## src/sv/qss_pkg.sv

```systemverilog
`timescale 1ns / 1ps
package qss_pkg;
    localparam int DATA_W = 32;

    // Read address source for the item store.
    typedef enum logic [2:0] {
        RD_EMIT, RD_MID, RD_HI, RD_J, RD_I
    } rd_sel_t;

    // Write address and data source for the item store.
    typedef enum logic [2:0] {
        WR_NONE, WR_HI_PIVOT, WR_MID_TMP, WR_J_RD, WR_I_TMP, WR_I_PIVOT, WR_HI_TMP
    } wr_sel_t;

    typedef struct packed {
        logic    store_item;
        logic    stack_init;
        logic    pop;
        logic    load_range;
        logic    load_pivot;
        logic    load_tmp;
        logic    init_scan;
        logic    inc_i;
        logic    inc_j;
        logic    push_right;
        logic    push_left;
        logic    emit_init;
        logic    emit_load;
        logic    emit_next;
        logic    clear_count;
        rd_sel_t rd_sel;
        wr_sel_t wr_sel;
    } qss_cmd_t;

    typedef struct packed {
        logic item_room;
        logic few_items;
        logic stack_empty;
        logic range_empty;
        logic scan_end;
        logic less_pivot;
        logic i_eq_j;
        logic right_push;
        logic left_push;
        logic emit_last;
    } qss_stat_t;
endpackage

```

## src/sv/qss_ctrl.sv

```systemverilog
`timescale 1ns / 1ps
module qss_ctrl
    import qss_pkg::*;
(
    input  logic      aclk,
    input  logic      aresetn,
    input  logic      in_fire,
    input  logic      in_last,
    input  logic      out_fire,
    input  qss_stat_t stat,
    output logic      accept_ok,
    output qss_cmd_t  cmd
);
    typedef enum logic [4:0] {
        ST_LOAD, ST_START, ST_POP, ST_RANGE, ST_MID_A, ST_MID_B, ST_MID_C, ST_MID_D,
        ST_SCAN, ST_CMP, ST_SWAP_A, ST_SWAP_B, ST_FIN_A, ST_FIN_B, ST_FIN_C,
        ST_PUSH_R, ST_PUSH_L, ST_EMIT_RD, ST_EMIT_LD, ST_EMIT_WAIT
    } state_t;
    state_t state_reg, state_next;

    always_comb begin
        state_next = state_reg;
        cmd        = '0;
        accept_ok  = 1'b0;
        case (state_reg)
            ST_LOAD: begin
                accept_ok      = 1'b1;
                cmd.store_item = in_fire && stat.item_room;
                if (in_fire && in_last) state_next = ST_START;
            end
            ST_START: begin
                if (stat.few_items) begin
                    cmd.emit_init = 1'b1;
                    state_next    = ST_EMIT_RD;
                end else begin
                    cmd.stack_init = 1'b1;
                    state_next     = ST_POP;
                end
            end
            ST_POP: begin
                if (stat.stack_empty) begin
                    cmd.emit_init = 1'b1;
                    state_next    = ST_EMIT_RD;
                end else begin
                    cmd.pop    = 1'b1;
                    state_next = ST_RANGE;
                end
            end
            ST_RANGE: begin
                cmd.load_range = 1'b1;
                state_next     = stat.range_empty ? ST_POP : ST_MID_A;
            end
            ST_MID_A: begin
                cmd.rd_sel = RD_MID;
                state_next = ST_MID_B;
            end
            ST_MID_B: begin
                cmd.rd_sel     = RD_HI;
                cmd.load_pivot = 1'b1;
                state_next     = ST_MID_C;
            end
            ST_MID_C: begin
                cmd.load_tmp = 1'b1;
                cmd.wr_sel   = WR_HI_PIVOT;
                state_next   = ST_MID_D;
            end
            ST_MID_D: begin
                cmd.wr_sel    = WR_MID_TMP;
                cmd.init_scan = 1'b1;
                state_next    = ST_SCAN;
            end
            ST_SCAN: begin
                cmd.rd_sel = RD_J;
                state_next = stat.scan_end ? ST_FIN_A : ST_CMP;
            end
            ST_CMP: begin
                cmd.rd_sel = RD_I;
                if (stat.less_pivot && stat.i_eq_j) begin
                    cmd.inc_i  = 1'b1;
                    cmd.inc_j  = 1'b1;
                    state_next = ST_SCAN;
                end else if (stat.less_pivot) begin
                    cmd.load_tmp = 1'b1;
                    state_next   = ST_SWAP_A;
                end else begin
                    cmd.inc_j  = 1'b1;
                    state_next = ST_SCAN;
                end
            end
            ST_SWAP_A: begin
                cmd.wr_sel = WR_J_RD;
                state_next = ST_SWAP_B;
            end
            ST_SWAP_B: begin
                cmd.wr_sel = WR_I_TMP;
                cmd.inc_i  = 1'b1;
                cmd.inc_j  = 1'b1;
                state_next = ST_SCAN;
            end
            ST_FIN_A: begin
                cmd.rd_sel = RD_I;
                state_next = ST_FIN_B;
            end
            ST_FIN_B: begin
                cmd.load_tmp = 1'b1;
                cmd.wr_sel   = WR_I_PIVOT;
                state_next   = ST_FIN_C;
            end
            ST_FIN_C: begin
                cmd.wr_sel = WR_HI_TMP;
                state_next = ST_PUSH_R;
            end
            ST_PUSH_R: begin
                cmd.push_right = stat.right_push;
                state_next     = ST_PUSH_L;
            end
            ST_PUSH_L: begin
                cmd.push_left = stat.left_push;
                state_next    = ST_POP;
            end
            ST_EMIT_RD: begin
                cmd.rd_sel = RD_EMIT;
                state_next = ST_EMIT_LD;
            end
            ST_EMIT_LD: begin
                cmd.emit_load = 1'b1;
                state_next    = ST_EMIT_WAIT;
            end
            ST_EMIT_WAIT: begin
                if (out_fire) begin
                    cmd.emit_next = 1'b1;
                    if (stat.emit_last) begin
                        cmd.clear_count = 1'b1;
                        state_next      = ST_LOAD;
                    end else begin
                        state_next = ST_EMIT_RD;
                    end
                end
            end
            default: state_next = ST_LOAD;
        endcase
    end

    always_ff @(posedge aclk) begin
        if (!aresetn) begin
            state_reg <= ST_LOAD;
        end else begin
            state_reg <= state_next;
        end
    end
endmodule

```

## src/sv/qss_dp.sv

```systemverilog
`timescale 1ns / 1ps
module qss_dp
    import qss_pkg::*;
#(
    parameter int MAX_ITEMS = 64
) (
    input  logic                     aclk,
    input  logic                     aresetn,
    input  qss_cmd_t                 cmd,
    input  logic signed [DATA_W-1:0] in_value,
    output qss_stat_t                stat,
    output logic                     out_valid,
    output logic signed [DATA_W-1:0] out_value,
    output logic                     out_final
);
    localparam int IW = $clog2(MAX_ITEMS);
    localparam int CW = $clog2(MAX_ITEMS + 1);

    logic signed [DATA_W-1:0] mem [MAX_ITEMS];
    logic [2*IW-1:0]          stk [MAX_ITEMS];

    logic [CW-1:0]            count_reg, sp_reg, emit_idx_reg;
    logic [IW-1:0]            lo_reg, hi_reg, i_reg, j_reg;
    logic signed [DATA_W-1:0] pivot_reg, tmp_reg, rd_reg, ovv_reg;
    logic [2*IW-1:0]          stk_rd_reg;
    logic                     ov_reg, of_reg;

    logic [IW:0]              mid_sum, i_plus1, lo_plus1;
    logic [IW-1:0]            mid_idx, rd_addr, wr_addr, stk_ra;
    logic                     wr_en;
    logic signed [DATA_W-1:0] wr_data;
    logic                     stk_push;
    logic [2*IW-1:0]          stk_wd;

    assign mid_sum  = {1'b0, lo_reg} + {1'b0, hi_reg};
    assign mid_idx  = mid_sum[IW:1];
    assign i_plus1  = {1'b0, i_reg} + (IW+1)'(1);
    assign lo_plus1 = {1'b0, lo_reg} + (IW+1)'(1);
    assign stk_ra   = IW'(sp_reg - CW'(1));
    assign stk_push = (cmd.push_right || cmd.push_left) && (sp_reg < CW'(MAX_ITEMS));
    assign stk_wd   = cmd.push_right ? {i_plus1[IW-1:0], hi_reg}
                                     : {lo_reg, i_reg - IW'(1)};

    always_comb begin
        case (cmd.rd_sel)
            RD_MID:  rd_addr = mid_idx;
            RD_HI:   rd_addr = hi_reg;
            RD_J:    rd_addr = j_reg;
            RD_I:    rd_addr = i_reg;
            RD_EMIT: rd_addr = emit_idx_reg[IW-1:0];
            default: rd_addr = emit_idx_reg[IW-1:0];
        endcase
    end

    always_comb begin
        wr_en   = 1'b1;
        wr_addr = i_reg;
        wr_data = pivot_reg;
        case (cmd.wr_sel)
            WR_NONE: begin
                wr_en   = cmd.store_item;
                wr_addr = count_reg[IW-1:0];
                wr_data = in_value;
            end
            WR_HI_PIVOT: begin
                wr_addr = hi_reg;
                wr_data = pivot_reg;
            end
            WR_MID_TMP: begin
                wr_addr = mid_idx;
                wr_data = tmp_reg;
            end
            WR_J_RD: begin
                wr_addr = j_reg;
                wr_data = rd_reg;
            end
            WR_I_TMP: begin
                wr_addr = i_reg;
                wr_data = tmp_reg;
            end
            WR_I_PIVOT: begin
                wr_addr = i_reg;
                wr_data = pivot_reg;
            end
            WR_HI_TMP: begin
                wr_addr = hi_reg;
                wr_data = tmp_reg;
            end
            default: wr_en = 1'b0;
        endcase
    end

    // Item store: one write port and one registered read port.
    always_ff @(posedge aclk) begin
        if (wr_en) mem[wr_addr] <= wr_data;
        rd_reg <= mem[rd_addr];
    end

    // Range stack: the top entry is read every cycle, ready just after a pop.
    always_ff @(posedge aclk) begin
        stk_rd_reg <= stk[stk_ra];
        if (cmd.stack_init) stk[0] <= {IW'(0), IW'(count_reg - CW'(1))};
        else if (stk_push) stk[sp_reg[IW-1:0]] <= stk_wd;
    end

    always_ff @(posedge aclk) begin
        if (!aresetn) begin
            count_reg    <= '0;
            sp_reg       <= '0;
            emit_idx_reg <= '0;
            ov_reg       <= 1'b0;
        end else begin
            if (cmd.store_item) count_reg <= count_reg + CW'(1);
            else if (cmd.clear_count) count_reg <= '0;
            if (cmd.stack_init) sp_reg <= CW'(1);
            else if (cmd.pop) sp_reg <= sp_reg - CW'(1);
            else if (stk_push) sp_reg <= sp_reg + CW'(1);
            if (cmd.emit_init) emit_idx_reg <= '0;
            else if (cmd.emit_next) emit_idx_reg <= emit_idx_reg + CW'(1);
            if (cmd.emit_load) ov_reg <= 1'b1;
            else if (cmd.emit_next) ov_reg <= 1'b0;
        end
    end

    always_ff @(posedge aclk) begin
        if (cmd.load_range) begin
            lo_reg <= stk_rd_reg[2*IW-1:IW];
            hi_reg <= stk_rd_reg[IW-1:0];
        end
        if (cmd.init_scan) begin
            i_reg <= lo_reg;
            j_reg <= lo_reg;
        end else begin
            if (cmd.inc_i) i_reg <= i_reg + IW'(1);
            if (cmd.inc_j) j_reg <= j_reg + IW'(1);
        end
        if (cmd.load_pivot) pivot_reg <= rd_reg;
        if (cmd.load_tmp) tmp_reg <= rd_reg;
        if (cmd.emit_load) begin
            ovv_reg <= rd_reg;
            of_reg  <= stat.emit_last;
        end
    end

    always_comb begin
        stat.item_room   = (count_reg < CW'(MAX_ITEMS));
        stat.few_items   = (count_reg < CW'(2));
        stat.stack_empty = (sp_reg == '0);
        stat.range_empty = (stk_rd_reg[IW-1:0] <= stk_rd_reg[2*IW-1:IW]);
        stat.scan_end    = (j_reg == hi_reg);
        stat.less_pivot  = (rd_reg < pivot_reg);
        stat.i_eq_j      = (i_reg == j_reg);
        stat.right_push  = (i_plus1 < {1'b0, hi_reg});
        stat.left_push   = ({1'b0, i_reg} > lo_plus1);
        stat.emit_last   = ((emit_idx_reg + CW'(1)) == count_reg);
    end

    assign out_valid = ov_reg;
    assign out_value = ovv_reg;
    assign out_final = of_reg;
endmodule

```

## src/sv/quicksort_sorter_unit.sv

```systemverilog
`timescale 1ns / 1ps
// Quicksort sorter: words are loaded one per cycle, up to MAX_ITEMS of them (further
// words are dropped); the word with s_axis_tlast closes the list, which is then
// sorted in place (Lomuto partition, middle pivot, explicit range stack) and
// emitted ascending with m_axis_tlast on the largest value. For each popped range,
// sorting swaps the middle word to the top as pivot, compares each element with
// it, swapping smaller ones down, places the pivot and pushes the subranges; on
// average there are about n log n compares. Each output word is read and held
// until m_axis_tready takes it, and only then is the next word read. Input
// is not accepted from the closing word until the final sorted word is taken.
module quicksort_sorter_unit
    import qss_pkg::*;
#(
    parameter int MAX_ITEMS = 64
) (
    input  logic        aclk,
    input  logic        aresetn,
    input  logic        s_axis_tvalid,
    output logic        s_axis_tready,
    input  logic [31:0] s_axis_tdata,   // value
    input  logic        s_axis_tlast,
    output logic        m_axis_tvalid,
    input  logic        m_axis_tready,
    output logic [31:0] m_axis_tdata,   // sorted_value
    output logic        m_axis_tlast
);
    logic      in_fire, out_fire, acc_ok;
    qss_cmd_t  cmd;
    qss_stat_t stat;

    assign s_axis_tready = acc_ok;
    assign in_fire  = s_axis_tvalid && acc_ok;
    assign out_fire = m_axis_tvalid && m_axis_tready;

    qss_ctrl u_ctrl (
        .aclk(aclk), .aresetn(aresetn), .in_fire(in_fire), .in_last(s_axis_tlast),
        .out_fire(out_fire), .stat(stat), .accept_ok(acc_ok), .cmd(cmd)
    );

    qss_dp #(.MAX_ITEMS(MAX_ITEMS)) u_dp (
        .aclk(aclk), .aresetn(aresetn), .cmd(cmd), .in_value(s_axis_tdata),
        .stat(stat), .out_valid(m_axis_tvalid), .out_value(m_axis_tdata),
        .out_final(m_axis_tlast)
    );
endmodule
```

## config.mk

```make
export PLATFORM = sky130hd
export DESIGN_NAME = quicksort_sorter_unit
export DESIGN_NICKNAME = d
export VERILOG_FILES = /design/src/sv/qss_pkg.sv /design/src/sv/qss_ctrl.sv /design/src/sv/qss_dp.sv /design/src/sv/quicksort_sorter_unit.sv
export SDC_FILE = /design/constraint.sdc
export NUM_CORES = 2
export LEC_CHECK = 0
export BUFFER_PORTS_ARGS = -buffer_cell sky130_fd_sc_hd__buf_2
export CORE_UTILIZATION = 50
export DETAILED_ROUTE_END_ITERATION = 8
export GPL_ROUTABILITY_DRIVEN = 0
export PLACE_DENSITY = 0.69
export SKIP_CTS_REPAIR_TIMING = 1
export SLEW_MARGIN = 5
export SYNTH_ARGS = -nofsm -noshare
export SYNTH_HDL_FRONTEND = slang
export SYNTH_SLANG_ARGS = --single-unit
export TNS_END_PERCENT = 5
```

## constraint.sdc

```tcl
create_clock -name aclk -period 7.4 [get_ports aclk]
set_clock_uncertainty 0.1 [all_clocks]
set_input_delay 0.74 -clock aclk [delete_from_list [all_inputs] [get_ports aclk]]
set_output_delay 0.74 -clock aclk [all_outputs]
set_load 0.02 [all_outputs]
```

==> results_tabular.tex <==
\begin{tabular}{lr}
\hline
Metric & Value \\
\hline
\multicolumn{2}{l}{\textbf{Detailed routing}} \\
Total via count in the routed design & 71654 \\
Wire length on met1 & 123 mm \\
DRC errors left & 3 \\
Total length of routed met3 wires & 35.3 mm \\
Routed via count divided by cell count & 6.37 \\
Highest layer used for signal routing & met5 \\
Initial DRT Pass Iterations & 9 \\
Number of nets with antenna violations after detailed routing & 0 \\
Total Wirelength & 337 mm \\
Routed wire length on met2 & 158 mm \\
Post-DR wirelength/cell & 29.9 µm \\
Number of violations reported at the end of detailed-routing iteration 0 & 10689 \\
\multicolumn{2}{l}{\textbf{Timing}} \\
Final worst-path cycle share & 0.859 \\
RSZ-0062 raised after global routing & false \\
Slew at the pin closest to its max-slew limit & 1.57 ns \\
Worst max-slew margin expressed relative to the limit & -0.0560 \\
Min cycle time layout & 6.36 ns \\
Minimum setup slack in the final design & 1.04 ns \\
Setup violation total in the final timing report & 0 \\
Achievable Freq & 157 MHz \\
Setup total negative slack & 0 ns \\
Number of failing hold endpoints at the final stage & 0 \\
Final-report max-slew violation count & 2 \\
\multicolumn{2}{l}{\textbf{Clocking}} \\
CTS tree & built \\
Longest Clk Path Bufs & 4 \\
Clk Latency, worst-skew pair & 0.94 ns \\
\# H-tree levels & 5 \\
Clock tree root driver cell & sky130\_fd\_sc\_hd\_\_clkbuf\_16 \\
Clock transition at the register clock pins on the worst setup and hold paths after CTS & 0.06 ns \\
Clock sink total & 3008 \\
TritonCTS buffer count & 310 \\
\multicolumn{2}{l}{\textbf{Flow run}} \\
Max capacitance violation total & 1 \\
\multicolumn{2}{l}{\textbf{Setup path}} \\
Cell at the slowest stage of the critical path & sky130\_fd\_sc\_hd\_\_a221oi\_1 \\
Data arrival at the endpoint of the critical path & 7.00 ns \\
CP Launch Type & flip-flop \\
Critical path fanouts, max & 39 \\
Type of the worst setup path & flip-flop to flip-flop \\
Cell family with most CP delay & simple AND/OR/NAND/NOR gates \\
CP most frequent cell & sky130\_fd\_sc\_hd\_\_buf\_4 \\
Type of destination of the critical path & flip-flop \\
Largest stage delay, worst path & 1.14 ns \\
Req. time, crit path & 8.05 ns \\
Sequence of cells on the critical path & nor2b\_1, and2\_2, a222oi\_1, and2\_4, nor2\_2, buf\_4, buf\_4, a32o\_1, nor3\_1, a221oi\_1, nand4bb\_1 \\
Buf+Inv Stages, Crit Path & 2 \\
\multicolumn{2}{l}{\textbf{Finish}} \\
Largest register FFs & 2048 \\
Highest-count cells in the layout ignoring fill and taps & 2937 x sky130\_fd\_sc\_hd\_\_edfxtp\_1, 1566 x sky130\_fd\_sc\_hd\_\_nand2\_1, 532 x sky130\_fd\_sc\_hd\_\_nand3\_1 \\
Total area of multi-input combinational cells & 28800 µm² \\
Register area & 89600 µm² \\
Most common cell after layout, fill and taps aside & sky130\_fd\_sc\_hd\_\_edfxtp\_1 \\
Area growth syn-to-layout & 13.0\% \\
Final layout net count & 7947 \\
Fraction of layout instances using a drive strength above 1 & 0.153 \\
Fillers & 17648 \\
Register with the most flip-flops & u\_dp.mem \\
Final non-filler cell total & 11250 \\
Fin util & 0.571 \\
Largest registers & u\_dp.mem x2048, u\_dp.stk x768 \\
\multicolumn{2}{l}{\textbf{Synthesis}} \\
Mean instance size in the synthesized netlist & 15.5 µm² \\
Async SR Flop Fraction & 0 \\
Total nets after synthesis & 7794 \\
Post-synth EDFFs & 2937 \\
Post-Synthesis Cell Area & 119000 µm² \\
Sequential area share after synthesis & 0.751 \\
Number of storage elements in the synthesis netlist & 3008 \\
Gate count of the mapped netlist & 7693 \\
Top flip-flop cell by instance count after synthesis & sky130\_fd\_sc\_hd\_\_edfxtp\_1 \\
Unique cell type count in the Yosys netlist & 81 \\
Warnings from Yosys & 0 \\
\multicolumn{2}{l}{\textbf{Status}} \\
Result of the run & finished with violations \\
Violations in the final reports & design-rule violations, max-capacitance violations, max-slew violations \\
\multicolumn{2}{l}{\textbf{Floorplan}} \\
Number of I/O pins & 72 \\
Vertical extent of the die & 491 µm \\
Die area & 241000 µm² \\
Standard-cell rows & 178 \\
Placeable core region & 236000 µm² \\
Width of the die & 491 µm \\
Effective utilization at floorplan & 0.505 \\
\multicolumn{2}{l}{\textbf{Power and ir drop}} \\
Clk pwr share & 0.418 \\
Net Sw Frac & 0.212 \\
Internal power component & 27.8 mW \\
Share of power burned in registers & 0.541 \\
Gate power share & 0.042 \\
Post-layout power & 35.3 mW \\
P\_sw & 7.50 mW \\
Cell leakage power & 44.5 nW \\
Pwr per Cell Area & 262 nW/µm² \\
Max rail drop VDD & 0.228 mV \\
\multicolumn{2}{l}{\textbf{GRT}} \\
Global-route wire length before repair & 483 mm \\
Pin count of the biggest net entering global routing & 193 \\
Total global-route track usage & 0.276 \\
Grt ovf & 0 \\
Via count of the first global-routing pass & 68371 \\
Number of antenna violations at the first check in global routing & 32 \\
\multicolumn{2}{l}{\textbf{Place}} \\
Inst Count DP & 10683 \\
Number of port buffers & 71 \\
DP Worst Slack & 1.22 ns \\
Detailed placement HPWL & 196 mm \\
\multicolumn{2}{l}{\textbf{Hold path}} \\
Class of the most critical hold timing path & input pin to flip-flop \\
\hline
\end{tabular}
[cells by family (layout without fill, tap and decap cells)]
family / Yosys count / count (layout) / synth area share
other: 0 / 27 / 0
adders and majority gates: 64 / 64 / 0.00677
DFF: 3008 / 3008 / 0.751
buffers and inverters: 563 / 943 / 0.0196
muxes: 416 / 416 / 0.0647
xor gates and xnor gates: 57 / 57 / 0.00418
and+or+nand+nor: 2764 / 2764 / 0.102
AOI/OAI and AO/OA: 821 / 821 / 0.0517
[Yosys cell counts (4+ instances only)]
cell / n / area (µm²)
sky130_fd_sc_hd__edfxtp_1: 2937 / 88200
sky130_fd_sc_hd__nand2_1: 1569 / 5890
sky130_fd_sc_hd__nand3_1: 532 / 2660
sky130_fd_sc_hd__clkbuf_1: 317 / 1190
sky130_fd_sc_hd__mux4_2: 284 / 6400
sky130_fd_sc_hd__nor2_1: 255 / 957
sky130_fd_sc_hd__a311oi_1: 171 / 1500
sky130_fd_sc_hd__and3_1: 150 / 938
sky130_fd_sc_hd__mux2i_1: 131 / 1310
sky130_fd_sc_hd__a31oi_1: 107 / 669
sky130_fd_sc_hd__a21oi_1: 103 / 515
sky130_fd_sc_hd__a211oi_1: 95 / 713
sky130_fd_sc_hd__a32oi_1: 95 / 832
sky130_fd_sc_hd__buf_2: 90 / 450
sky130_fd_sc_hd__buf_1: 78 / 293
sky130_fd_sc_hd__dfxtp_1: 71 / 1420
sky130_fd_sc_hd__o21ai_0: 68 / 340
sky130_fd_sc_hd__nor3_1: 67 / 335
sky130_fd_sc_hd__ha_1: 63 / 788
sky130_fd_sc_hd__inv_1: 57 / 214
sky130_fd_sc_hd__nand4_1: 49 / 307
sky130_fd_sc_hd__or3_1: 38 / 238
sky130_fd_sc_hd__a222oi_1: 35 / 350
sky130_fd_sc_hd__xnor2_1: 35 / 307
sky130_fd_sc_hd__a221oi_1: 31 / 272
sky130_fd_sc_hd__nand4bb_1: 25 / 282
sky130_fd_sc_hd__a32o_1: 24 / 240
sky130_fd_sc_hd__xor2_1: 22 / 193
sky130_fd_sc_hd__nor2b_1: 18 / 113
sky130_fd_sc_hd__a22oi_1: 13 / 97.6
sky130_fd_sc_hd__buf_4: 13 / 97.6
sky130_fd_sc_hd__a21o_1: 11 / 82.6
sky130_fd_sc_hd__nor4_1: 11 / 68.8
sky130_fd_sc_hd__and2_1: 8 / 50.1
sky130_fd_sc_hd__o21a_1: 8 / 60.1
sky130_fd_sc_hd__o221ai_1: 8 / 70.1
sky130_fd_sc_hd__o22ai_1: 8 / 50.1
sky130_fd_sc_hd__nand2b_1: 7 / 43.8
sky130_fd_sc_hd__nand3b_1: 6 / 45.0
sky130_fd_sc_hd__nor3b_1: 6 / 45.0
sky130_fd_sc_hd__or4_1: 6 / 45.0
sky130_fd_sc_hd__buf_6: 5 / 56.3
sky130_fd_sc_hd__o31ai_1: 5 / 37.5
sky130_fd_sc_hd__o211ai_1: 4 / 30.0
[routing by layer]
layer,vias up,global-route usage
li1,30133,-
met1,36156,0.370
met2,4557,0.429
met3,792,0.0500
met4,16,0.153
met5,-,0
[final timing paths]
check / start / end / slack, ns / cells past startpoint
worst max-delay path: u_ctrl.state_reg[0]$_SDFFE_PN0P_ / u_dp.rd_reg[24]$_DFF_P_ / 1.04 / 11
worst min-delay path: aresetn / u_dp.sp_reg[0]$_SDFFE_PN0P_ / 0.09 / 2
worst max register to register: u_ctrl.state_reg[0]$_SDFFE_PN0P_ / u_dp.rd_reg[24]$_DFF_P_ / 1.04 / 11
worst min register to register: u_dp.stk_rd_reg[10]$_DFF_P_ / u_dp.lo_reg[4]$_DFFE_PP_ / 0.33 / 0
[power by group through the flow]
stage	clock network [mW]	registers [mW]	logic (mW)
floorplan	0	19.4	0.791
global placement	0	19.5	1.41
detailed placement	0	19.5	1.45
CTS	14.8	19.1	1.46
global route	15.5	19.1	1.54
finish	14.8	19.1	1.47
[area by class of cell]
class,count,share of cell area
clock inverter,139,0.00767
timing repair buffer,346,0.0205
inverter,58,0.00161
clock buffer,400,0.0620
antenna,27,0.000501
sequential,3008,0.665
tap,3150,0.0292
multi-input combinational,4122,0.214
[through the flow]
step	hold slack, ns	cell area [µm²]
3_5_place_dp	0.320	125000
6_report	0.0903	135000
4_1_cts	0.0338	135000
3_3_place_gp	0.322	125000
5_1_grt	0.0641	135000
2_1_floorplan	0.308	119000
[worst register-to-register path, stage by stage, from the launching register on]
cell and delay [ns]:
sky130_fd_sc_hd__dfxtp_1 0.79, sky130_fd_sc_hd__nor2b_1 0.42, sky130_fd_sc_hd__and2_2 0.86, sky130_fd_sc_hd__a222oi_1 0.41, sky130_fd_sc_hd__and2_4 0.50, sky130_fd_sc_hd__nor2_2 1.06
sky130_fd_sc_hd__buf_4 0.32, sky130_fd_sc_hd__buf_4 0.15, sky130_fd_sc_hd__a32o_1 0.13, sky130_fd_sc_hd__nor3_1 0.09, sky130_fd_sc_hd__a221oi_1 1.14, sky130_fd_sc_hd__nand4bb_1 0.21
Power figures use the tool's default switching activity.
